## src/rtl/servo_pwm_mecanum_mixer_macros.svh

```systemverilog
// assertion macros shared by the mixer rtl files
// no dependencies; included by every module that checks itself
`ifndef SERVO_PWM_MECANUM_MIXER_MACROS_SVH
`define SERVO_PWM_MECANUM_MIXER_MACROS_SVH

// condition holds in the same cycle as the trigger
`define SMPM_ASSERT_NOW(name, clk, rst_n, ante, cons, msg) \
	name: assert property (@(posedge clk) disable iff (!rst_n) (ante) |-> (cons)) \
		else $error(msg);

// condition holds in the cycle after the trigger
`define SMPM_ASSERT_NEXT(name, clk, rst_n, ante, cons, msg) \
	name: assert property (@(posedge clk) disable iff (!rst_n) (ante) |=> (cons)) \
		else $error(msg);

`endif

```

## src/rtl/smpm_pkg.sv

```systemverilog
// shared types and constants of the servo pwm mecanum mixer
// no dependencies; imported by every rtl module of the block
`default_nettype none

package smpm_pkg;

	localparam int CAP_MIN     = 50;   // 0.5 ms at 10 us per tick
	localparam int CAP_MAX     = 250;  // 2.5 ms at 10 us per tick
	localparam int NEUTRAL     = 150;  // center of the servo range
	localparam int FRAME_RESET = 2000; // 20 ms frame
	localparam int HALF_SQRT2_Q16 = 46341;
	localparam int Q_SHIFT     = 16;

	localparam int CAP_W   = 8;
	localparam int WIDTH_W = 9;
	localparam int FRAME_W = 12;
	localparam int CD_W    = 13;

	typedef logic [CAP_W-1:0]   cap_t;
	typedef logic [WIDTH_W-1:0] width_t;
	typedef logic [FRAME_W-1:0] frame_t;
	typedef logic [CD_W-1:0]    countdown_t;

endpackage

`default_nettype wire

```

## src/rtl/smpm_channel.sv

```systemverilog
// servo input channel: high-time counter and clamped pulse capture
// depends on smpm_pkg and servo_pwm_mecanum_mixer_macros.svh
`default_nettype none
`include "servo_pwm_mecanum_mixer_macros.svh"

module smpm_channel #(
	parameter int COUNTER_BITS = 16
) (
	input  wire             clk,
	input  wire             arst_n,
	input  wire             en,
	input  wire             pin,
	output smpm_pkg::cap_t  cap_next
);
	import smpm_pkg::*;

	logic                    level_q;
	logic [COUNTER_BITS-1:0] count_q;
	logic [COUNTER_BITS-1:0] count_d;
	cap_t                    cap_q;
	cap_t                    cap_d;

	always_comb begin
		count_d = count_q;
		cap_d   = cap_q;
		if (pin == level_q) begin
			if (pin && (count_q != '1)) begin
				count_d = count_q + COUNTER_BITS'(1);
			end
		end else if (pin) begin
			count_d = COUNTER_BITS'(1);
		end else begin
			// falling edge: clamp into the legal servo range
			if (count_q < COUNTER_BITS'(CAP_MIN)) begin
				cap_d = CAP_W'(CAP_MIN);
			end else if (count_q > COUNTER_BITS'(CAP_MAX)) begin
				cap_d = CAP_W'(CAP_MAX);
			end else begin
				cap_d = count_q[CAP_W-1:0];
			end
		end
	end

	assign cap_next = cap_d;

	always_ff @(posedge clk or negedge arst_n) begin
		if (!arst_n) begin
			level_q <= 1'b0;
			count_q <= '0;
			cap_q   <= CAP_W'(NEUTRAL);
		end else if (en) begin
			level_q <= pin;
			count_q <= count_d;
			cap_q   <= cap_d;
		end
	end

	`SMPM_ASSERT_NOW(a_cap_in_range, clk, arst_n, 1'b1,
		(cap_q >= CAP_W'(CAP_MIN)) && (cap_q <= CAP_W'(CAP_MAX)),
		"captured width outside servo range")

endmodule

`default_nettype wire

```

## src/rtl/smpm_pwm.sv

```systemverilog
// one motor pwm generator: countdown timer and output level
// depends on smpm_pkg
`default_nettype none

module smpm_pwm (
	input  wire              clk,
	input  wire              arst_n,
	input  wire              en,
	input  smpm_pkg::width_t width,
	input  smpm_pkg::frame_t frame,
	output logic             level
);
	import smpm_pkg::*;

	countdown_t cd_q;
	countdown_t cd_d;
	logic       level_q;

	always_comb begin
		if (cd_q <= CD_W'(1)) begin
			if (level_q) begin
				// low phase is frame minus width, at least one tick
				cd_d = (CD_W'(frame) > CD_W'(width)) ? CD_W'(frame) - CD_W'(width) : '0;
			end else begin
				cd_d = CD_W'(width);
			end
		end else begin
			cd_d = cd_q - CD_W'(1);
		end
	end

	always_ff @(posedge clk or negedge arst_n) begin
		if (!arst_n) begin
			cd_q    <= '0;
			level_q <= 1'b0;
		end else if (en) begin
			cd_q <= cd_d;
			if (cd_q <= CD_W'(1)) begin
				level_q <= ~level_q;
			end
		end
	end

	assign level = level_q;

endmodule

`default_nettype wire

```

## src/rtl/servo_pwm_mecanum_mixer.sv

```systemverilog
// top level of the servo pwm mecanum mixer: stream ports, mixing arithmetic
// depends on smpm_pkg, smpm_channel, smpm_pwm and servo_pwm_mecanum_mixer_macros.svh
`default_nettype none
`include "servo_pwm_mecanum_mixer_macros.svh"

// each input transfer is one sample tick carrying the x, y and rotation servo
// pin levels; each tick yields exactly one output transfer with the four motor
// pwm pin levels after that tick. a tick passes through an input register and
// a result register with one short combinational step between them: pulse
// capture, the 45 degree mecanum mix (two 10x17 bit constant multiplies) and
// the four pwm countdowns. output valid is set as the tick leaves the input
// register, so a result never transfers in the same cycle as its input, and
// a new tick is taken every cycle as long as the output side drains. the user must
// write frame_ticks through cfg_wr_en / cfg_wr_data only while no tick is in flight;
// the block does not enforce this. it resets to 2000 ticks. COUNTER_BITS sets the
// width of the servo high-time counters, which saturate instead of wrapping.
module servo_pwm_mecanum_mixer #(
	parameter int COUNTER_BITS = 16
) (
	input  wire        clk,
	input  wire        arst_n,
	// input stream
	input  wire        s_tvalid,
	output logic       s_tready,
	input  wire  [7:0] s_tdata,    // [0] x_pin, [1] y_pin, [2] rot_pin, [7:3] zero
	// output stream
	output logic       m_tvalid,
	input  wire        m_tready,
	output logic [7:0] m_tdata,    // [0] front_left_pin, [1] front_right_pin,
	                               // [2] rear_left_pin, [3] rear_right_pin, [7:4] zero
	// configuration
	input  wire        cfg_wr_en,
	input  wire  [11:0] cfg_wr_data // frame_ticks
);
	import smpm_pkg::*;

	localparam int NCH   = 3;
	localparam int NMOT  = 4;
	localparam int MIX_W = 27; // holds +-200 * 46341
	localparam int SUM_W = 10; // a +- b
	localparam int OFF_W = 9;  // captured - neutral
	localparam int F_W   = 12; // floored width before saturation

	localparam logic signed [MIX_W-1:0] MIX_K = MIX_W'(HALF_SQRT2_Q16);

	// floor(prod / 2^16) + neutral + c_term, saturated at zero
	function automatic width_t mix_width(logic signed [MIX_W-1:0] prod,
	                                     logic signed [OFF_W-1:0] c_term);
		logic signed [F_W-1:0] f;
		f = F_W'($signed(prod[MIX_W-1:Q_SHIFT])) + F_W'(NEUTRAL) + F_W'(c_term);
		return f[F_W-1] ? '0 : f[WIDTH_W-1:0];
	endfunction

	// input stage
	logic           valid_s1;
	logic [NCH-1:0] pins_s1;
	logic           advance;
	logic           m_tvalid_q;
	frame_t         frame_q;

	// tick moves on when the result register is free or being emptied
	assign advance  = valid_s1 && (!m_tvalid_q || m_tready);
	assign s_tready = !valid_s1 || advance;

	always_ff @(posedge clk or negedge arst_n) begin
		if (!arst_n) begin
			valid_s1 <= 1'b0;
		end else if (s_tready) begin
			valid_s1 <= s_tvalid;
		end
	end

	always_ff @(posedge clk) begin
		if (s_tvalid && s_tready) begin
			pins_s1 <= s_tdata[NCH-1:0];
		end
	end

	always_ff @(posedge clk or negedge arst_n) begin
		if (!arst_n) begin
			frame_q <= FRAME_W'(FRAME_RESET);
		end else if (cfg_wr_en) begin
			frame_q <= cfg_wr_data;
		end
	end

	// servo channels give this tick's captured widths
	cap_t cap_next [NCH];

	for (genvar i = 0; i < NCH; i++) begin : g_ch
		smpm_channel #(
			.COUNTER_BITS(COUNTER_BITS)
		) u_ch (
			.clk      (clk),
			.arst_n   (arst_n),
			.en       (advance),
			.pin      (pins_s1[i]),
			.cap_next (cap_next[i])
		);
	end

	// mecanum mix: sqrt(1/2) scaling of the diagonal terms in q16.16
	logic signed [OFF_W-1:0] a_off, b_off, c_off, c_neg;
	logic signed [SUM_W-1:0] d_diff, d_sum;
	logic signed [MIX_W-1:0] p_diff, p_sum;
	width_t                  motor_width [NMOT];

	always_comb begin
		a_off  = $signed({1'b0, cap_next[0]}) - OFF_W'(NEUTRAL);
		b_off  = $signed({1'b0, cap_next[1]}) - OFF_W'(NEUTRAL);
		c_off  = $signed({1'b0, cap_next[2]}) - OFF_W'(NEUTRAL);
		c_neg  = -c_off;
		d_diff = SUM_W'(a_off) - SUM_W'(b_off);
		d_sum  = SUM_W'(a_off) + SUM_W'(b_off);
		p_diff = MIX_W'(d_diff) * MIX_K;
		p_sum  = MIX_W'(d_sum) * MIX_K;
		motor_width[0] = mix_width(p_diff, c_neg); // front left
		motor_width[1] = mix_width(p_sum,  c_off); // front right
		motor_width[2] = mix_width(p_sum,  c_neg); // rear left
		motor_width[3] = mix_width(p_diff, c_off); // rear right
	end

	// pwm generators; their level flops are the result register payload
	logic [NMOT-1:0] motor_level;

	for (genvar m = 0; m < NMOT; m++) begin : g_pwm
		smpm_pwm u_pwm (
			.clk    (clk),
			.arst_n (arst_n),
			.en     (advance),
			.width  (motor_width[m]),
			.frame  (frame_q),
			.level  (motor_level[m])
		);
	end

	// result register valid
	always_ff @(posedge clk or negedge arst_n) begin
		if (!arst_n) begin
			m_tvalid_q <= 1'b0;
		end else if (advance) begin
			m_tvalid_q <= 1'b1;
		end else if (m_tready) begin
			m_tvalid_q <= 1'b0;
		end
	end

	assign m_tvalid = m_tvalid_q;
	assign m_tdata  = {4'b0000, motor_level};

	`SMPM_ASSERT_NOW(a_stall_blocks_input, clk, arst_n,
		valid_s1 && m_tvalid_q && !m_tready, !s_tready,
		"input taken while the tick in flight is blocked")
	`SMPM_ASSERT_NEXT(a_advance_gives_result, clk, arst_n,
		advance, m_tvalid,
		"tick advanced without a result")
	`SMPM_ASSERT_NEXT(a_levels_hold, clk, arst_n,
		!advance, $stable(motor_level),
		"motor levels moved without a tick")

endmodule

`default_nettype wire

```

## config.mk

```make
export PLATFORM = sky130hd
export DESIGN_NAME = servo_pwm_mecanum_mixer
export DESIGN_NICKNAME = d
export VERILOG_FILES = /design/src/rtl/smpm_pkg.sv /design/src/rtl/smpm_channel.sv /design/src/rtl/smpm_pwm.sv /design/src/rtl/servo_pwm_mecanum_mixer.sv
export VERILOG_INCLUDE_DIRS = /design/src /design/src/rtl
export SDC_FILE = /design/constraint.sdc
export NUM_CORES = 1
export LEC_CHECK = 0
export ABC_AREA = 1
export BUFFER_PORTS_ARGS = -buffer_cell sky130_fd_sc_hd__buf_2
export CAP_MARGIN = 5
export CELL_PAD_IN_SITES_DETAIL_PLACEMENT = 1
export CELL_PAD_IN_SITES_GLOBAL_PLACEMENT = 2
export CORE_ASPECT_RATIO = 1.2
export CORE_UTILIZATION = 37
export CTS_CLUSTER_SIZE = 25
export DETAILED_ROUTE_END_ITERATION = 6
export PLACE_DENSITY = 0.85
export SYNTH_ARGS = -nofsm -noshare
export SYNTH_HDL_FRONTEND = slang
export SYNTH_HIERARCHICAL = 1
export SYNTH_SLANG_ARGS = --single-unit
```

## constraint.sdc

```tcl
create_clock -name clk -period 15 [get_ports clk]
set_clock_uncertainty 0.15 [all_clocks]
set_input_delay 3 -clock clk [delete_from_list [all_inputs] [get_ports clk]]
set_output_delay 3 -clock clk [all_outputs]
set_load 0.03 [all_outputs]
```

==> out/results.ini, run 1 <==
[drt]
drt-initial-drc-count=690
vias=21000
drc_errors=0
dr.pass1.iters=5
wl_per_cell_um=15.9
ant_nets=0
post_drt_via_cell_ratio=5.10
routed_wl_um=65500

[logic_synthesis]
synth_top_cells_by_count=994 x nand2_1, 532 x inv_1, 336 x nor2_1, 258 x ha_1, 222 x a21oi_1
ys_warn_count=6
synth-seq-cells=148
synthTopCellsByArea=nand2_1 17%, ha_1 15%, dfrtp_1 15%, inv_1 9.2%, fa_1 5.9%
synthFlopType=dfrtp_1
ys_seq_area_share_pct=17.2
synth_cell_types=55
synth_edf_count=3
synth.most_common_cell=nand2_1
syn-cell-area_um2=21700
synthArstFlopShare_pct=98.0
netlist.area_leader.share_pct=17.2
yosysTopAreaCell=nand2_1
netlist_instances=3350
syn_avg_cell_area_um2=6.48

[critical_path]
crit_arrival_ns=13.29
cp-start-kind=flip-flop
r2r_start=g_ch[0].u_ch/count_q[8]$_DFFE_PN0P_
cpPeakStageDelay_ns=0.62
crit_fanout=9
path_class=flip-flop to flip-flop
startpoint=g_ch[0].u_ch/count_q[8]$_DFFE_PN0P_
worstPathRequired_ns=15.28
slowest_stage=xor2_1
worstSetupEndpointType=flip-flop
worst_path_most_repeated_cell=nand2_1

[finish]
drive_gt1_share_pct=7.46
n_antenna_cell=0
fill_cells=7621
num-nets-final=3714
area_growth_pct=6.84

[timing]
finalCriticalPeriod_ns=13.00
hold_violations=0
tightestPinTransition_ns=0.990
grt_setup_unrepaired=false
max_freq_ghz=0.0769
fin_crit_sh_pct=86.7
fin_tns_setup_ns=0
whs_ns=0.317
max_slew_margin_pct=33.8
drv_slew=0
setup_viol=0

[die]
dieWidth_um=223
ios=35
rows=96
dieArea_um2=59700
die_y_um=267
core_um2=57700
initial_core_util_pct=37.7

[grt]
grt_pass1_vias=22700
antenna_found_initial=0
grt_overflow=0
grt_pass1_wl_um=110000
track_usage_pct=22.7
grt_max_degree=62

[cts]
clockRootBuffer=clkbuf_16
clk_pin_slew_ns=0.07
cts_tree=yes
postCtsSetupBuffers=0
h-tree-depth=4
postCtsHoldBufs=0
insertion_delay_ns=0.50
cts.sinks=148
clock_path_buffers=2
numCtsBuffers=17
cts_resized=0

[run_status]
status=finished, final reports clean

[min_path]
hp-class=flip-flop to flip-flop
hp-start=g_ch[1].u_ch/cap_q[7]$_DFFE_PN1P_

[place]
portBuffers=25
gp_congestion=0.892
hpwlAfterDp_um=54400

[job]
maxCapViolations=0

[logic make-up after synthesis]
family	after synthesis	share of synthesized area (%)
muxes	12	0.622
DFF	148	17.2
adders and majority gates	322	20.8
buffers and inverters	594	11.0
AOI/OAI and AO/OA	391	10.1
other	1	0.0173
xor gates and xnor gates	142	5.76
and+or+nand+nor	1740	34.6
[path summary, 6_finish.rpt]
kind | endpoint | slack [ns] | cells past startpoint
max | g_pwm[0].u_pwm/cd_q[0]$_DFFE_PN0P_ | 2.00 | 64
min reg2reg | g_ch[1].u_ch/cap_q[7]$_DFFE_PN1P_ | 0.32 | 2
min | g_ch[1].u_ch/cap_q[7]$_DFFE_PN1P_ | 0.32 | 2
max in group asynchronous | g_ch[1].u_ch/count_q[12]$_DFFE_PN0P_ | 11.32 | 2
max reg2reg | g_pwm[0].u_pwm/cd_q[0]$_DFFE_PN0P_ | 2.00 | 64
min in group asynchronous | g_pwm[2].u_pwm/cd_q[5]$_DFFE_PN0P_ | 2.21 | 1
[per-layer routing]
layer / vias to the layer above / global-route usage (%) / share of wire (%)
met5: - / 0 / 0
met4: 0 / 8.35 / 2.6
met3: 73 / 2.28 / 1.3
met2: 150 / 43.7 / 53
met1: 10100 / 25.7 / 43
li1: 10600 / - / -
[area by class of cell]
class / instances / area (um^2) / share of cell area (%)
clock inverters: 12 / 166 / 0.717
well taps: 735 / 920 / 3.96
repair buffers: 32 / 184 / 0.792
clock buffers: 20 / 467 / 2.01
inverters: 557 / 2110 / 9.08
multi-input cells: 2611 / 15600 / 67.3
flip-flops and latches: 148 / 3740 / 16.1
[cell usage in the layout, fill, tap and decap left out, types with 7 or more instances in the layout]
| cell | n |
|---|---|
| xor2_1 | 95 |
| o21ai_0 | 91 |
| nand2_4 | 11 |
| nand2_2 | 33 |
| dfstp_2 | 18 |
| nand3b_1 | 24 |
| clkinv_1 | 7 |
| inv_2 | 11 |
| nor3_1 | 37 |
| xnor2_1 | 46 |
| fa_1 | 64 |
| o21bai_1 | 15 |
| inv_4 | 8 |
| nand3_2 | 7 |
| or2_2 | 16 |
| dfrtp_1 | 127 |
| nor2_1 | 336 |
| a31oi_1 | 10 |
| a21oi_1 | 221 |
| nand3_1 | 176 |
| nand4_1 | 52 |
| inv_1 | 532 |
| buf_2 | 24 |
| clkbuf_16 | 17 |
| o21ai_2 | 22 |
| ha_1 | 258 |
| nor2_2 | 21 |
| nand2_1 | 994 |
| nor2_4 | 11 |
| mux2_2 | 12 |
| buf_4 | 7 |
[sequential cells by signal, summed over array words and instances (netlist names)]
register	count
g_ch.u_ch/count_q	48
g_pwm.u_pwm/level	4
g_pwm.u_pwm/cd_q	52
g_ch.u_ch/level_q	3
m_tvalid	1
pins_s1	3
valid_s1	1
g_ch.u_ch/cap_q	24
frame_q	12
[stage by stage]
stage	worst slack [ns]	std cells	util, %	area [um^2]
final	2.00	4115	40.3	23200
after detailed placement	2.11	4083	39.2	22600
after CTS	2.03	4115	40.3	23200
after floorplan	4.06	3353	-	21700
after global placement	2.35	4083	39.2	22600
after global routing	0.971	4115	40.3	23200
[worst max-delay path, delay by kind of cell, from the launching register on]
family	cells	cell delay, ns
XOR/XNOR	5	1.58
buffers and inverters	7	0.59
flip-flops	1	0.45
AO/OA/AOI/OAI	9	1.75
AND/OR/NAND/NOR	32	4.05
adder cells (fa/ha/maj)	11	4.39
Power of run 1 is left out: the tool's default activity adds up to more than one toggle a clock period on the data nets, which glitch-free logic cannot reach.
==> run 2, diff against run 1 <==
CELL_PAD_IN_SITES_DETAIL_PLACEMENT = unset   (was 1)
CELL_PAD_IN_SITES_GLOBAL_PLACEMENT = unset   (was 2)
CORE_UTILIZATION = 62   (was 37)
PLACE_DENSITY = 0.81   (was 0.85)
REMOVE_ABC_BUFFERS = 1   (was unset)
==> run 2 against run 1 <==
Against the previous run: sequential cell count unchanged; maximum frequency down 0.10%; critical path depth down 5; die area down 40%; cell count down 6.9%; critical endpoint is now g_pwm[1].u_pwm/cd_q[12]$_DFFE_PN0P_; sequential share of layout area up 0.31 points; register-to-register slack about the same; design area down 1.9%; worst hold slack about the same; non-clock buffer count down 3; wire length down 15%; core utilization up 26 points.
==> out/results.ini, run 2 (synthesis results as in run 1) <==
[critical_path]
ff2ff_path_depth=59
slowest_stage=xnor2_1
path_class=flip-flop to flip-flop
worstPathRequired_ns=15.27
cpPeakStageDelay_ns=0.78
worst_path_most_repeated_cell=nand2_1
crit_arrival_ns=13.28
worstSetupEndpointType=flip-flop
cp-start-kind=flip-flop
crit_fanout=9

[grt]
antenna_found_initial=0
grt_max_degree=80
grt_pass1_vias=20900
grt_overflow=0
grt_pass1_wl_um=95300
track_usage_pct=32.1

[job]
maxCapViolations=0

[cts]
clock_path_buffers=2
postCtsSetupBuffers=0
cts.sinks=148
cts_tree=yes
numCtsBuffers=17
postCtsHoldBufs=0
cts_resized=0
insertion_delay_ns=0.48
clk_pin_slew_ns=0.07
h-tree-depth=4
clockRootBuffer=clkbuf_16

[drt]
drc_errors=0
routed_wl_um=55600
dr.pass1.iters=5
ant_nets=0
drt-initial-drc-count=1202
wl_per_cell_um=14.5
vias=21000
post_drt_via_cell_ratio=5.48

[finish]
drive_gt1_share_pct=7.31
n_antenna_cell=0
area_growth_pct=4.83
fill_cells=3152
layout_common_cells=994 x nand2_1, 532 x inv_1, 336 x nor2_1
num-nets-final=3711
top_regs=g_pwm.u_pwm/cd_q (52), g_ch.u_ch/count_q (48), g_ch.u_ch/cap_q (24)
final_common_cell=nand2_1
max_flop_register=g_pwm.u_pwm/cd_q
largest_register_ff_count=52

[timing]
setup_viol=0
max_freq_ghz=0.0768
fin_tns_setup_ns=0
hold_violations=0
tightestPinTransition_ns=1.00
grt_setup_unrepaired=false
drv_slew=0
max_slew_margin_pct=32.6
fin_crit_sh_pct=86.8
finalCriticalPeriod_ns=13.02

[min_path]
hold_depth=2
hp-class=flip-flop to flip-flop

[run_status]
status=finished, final reports clean

[die]
rows=74
core_um2=34300
initial_core_util_pct=63.4
dieArea_um2=35800
dieWidth_um=173
ios=35
die_y_um=207

[place]
portBuffers=25
hpwlAfterDp_um=44700
gp_congestion=0.944

run 2: metal layers:
metal  vias to the layer above  routed length (um)  track usage, %
li1                      10600                   -               -
met1                      9754               23000            36.6
met2                       490               28600            59.4
met3                       130                1960            3.74
met4                         0                2050            14.6
met5                         -                   0               0
run 2: area by class of cell:
cell class                 count  area, um^2  share of cell area [%]
multi-input combinational   2611       15600                    68.6
sequential                   148        3740                    16.4
inverter                     557        2110                    9.26
tap                          456         571                    2.51
clock buffer                  20         447                    1.96
timing repair buffer          29         161                   0.709
clock inverter                12         121                   0.533
run 2: path summary, 6_finish.rpt:
kind / startpoint / to / slack [ns]
worst max-delay path: g_ch[1].u_ch/count_q[8]$_DFFE_PN0P_ / g_pwm[1].u_pwm/cd_q[12]$_DFFE_PN0P_ / 1.98
worst min-delay path: g_ch[2].u_ch/cap_q[1]$_DFFE_PN1P_ / g_ch[2].u_ch/cap_q[1]$_DFFE_PN1P_ / 0.32
worst max register to register: g_ch[1].u_ch/count_q[8]$_DFFE_PN0P_ / g_pwm[1].u_pwm/cd_q[12]$_DFFE_PN0P_ / 1.98
worst min register to register: g_ch[2].u_ch/cap_q[1]$_DFFE_PN1P_ / g_ch[2].u_ch/cap_q[1]$_DFFE_PN1P_ / 0.32
max in group asynchronous: arst_n / g_ch[1].u_ch/count_q[2]$_DFFE_PN0P_ / 10.88
min in group asynchronous: arst_n / g_pwm[2].u_pwm/cd_q[11]$_DFFE_PN0P_ / 2.38
run 2: metrics by stage:
step / instances / setup WS [ns] / instance area (um^2) / hold WS (ns) / utilization [%]
after floorplan: 3316 / 4.17 / 21500 / 0.295 / -
after global placement: 3801 / 2.34 / 22200 / 0.305 / 64.8
after detailed placement: 3801 / 2.10 / 22200 / 0.307 / 64.8
after CTS: 3833 / 2.02 / 22800 / 0.318 / 66.5
after global routing: 3833 / 1.12 / 22800 / 0.332 / 66.5
final: 3833 / 1.98 / 22800 / 0.317 / 66.5
run 2: critical path: cells and delay by family (launching register included):
| kind | cells | cell delay (ns) |
|---|---|---|
| compound gates | 6 | 1.38 |
| xor+xnor | 6 | 2.45 |
| fa+ha+maj | 12 | 4.60 |
| buf+inv | 8 | 0.63 |
| flops | 1 | 0.45 |
| simple gates | 27 | 3.28 |
Power of run 2 is left out for the same reason.
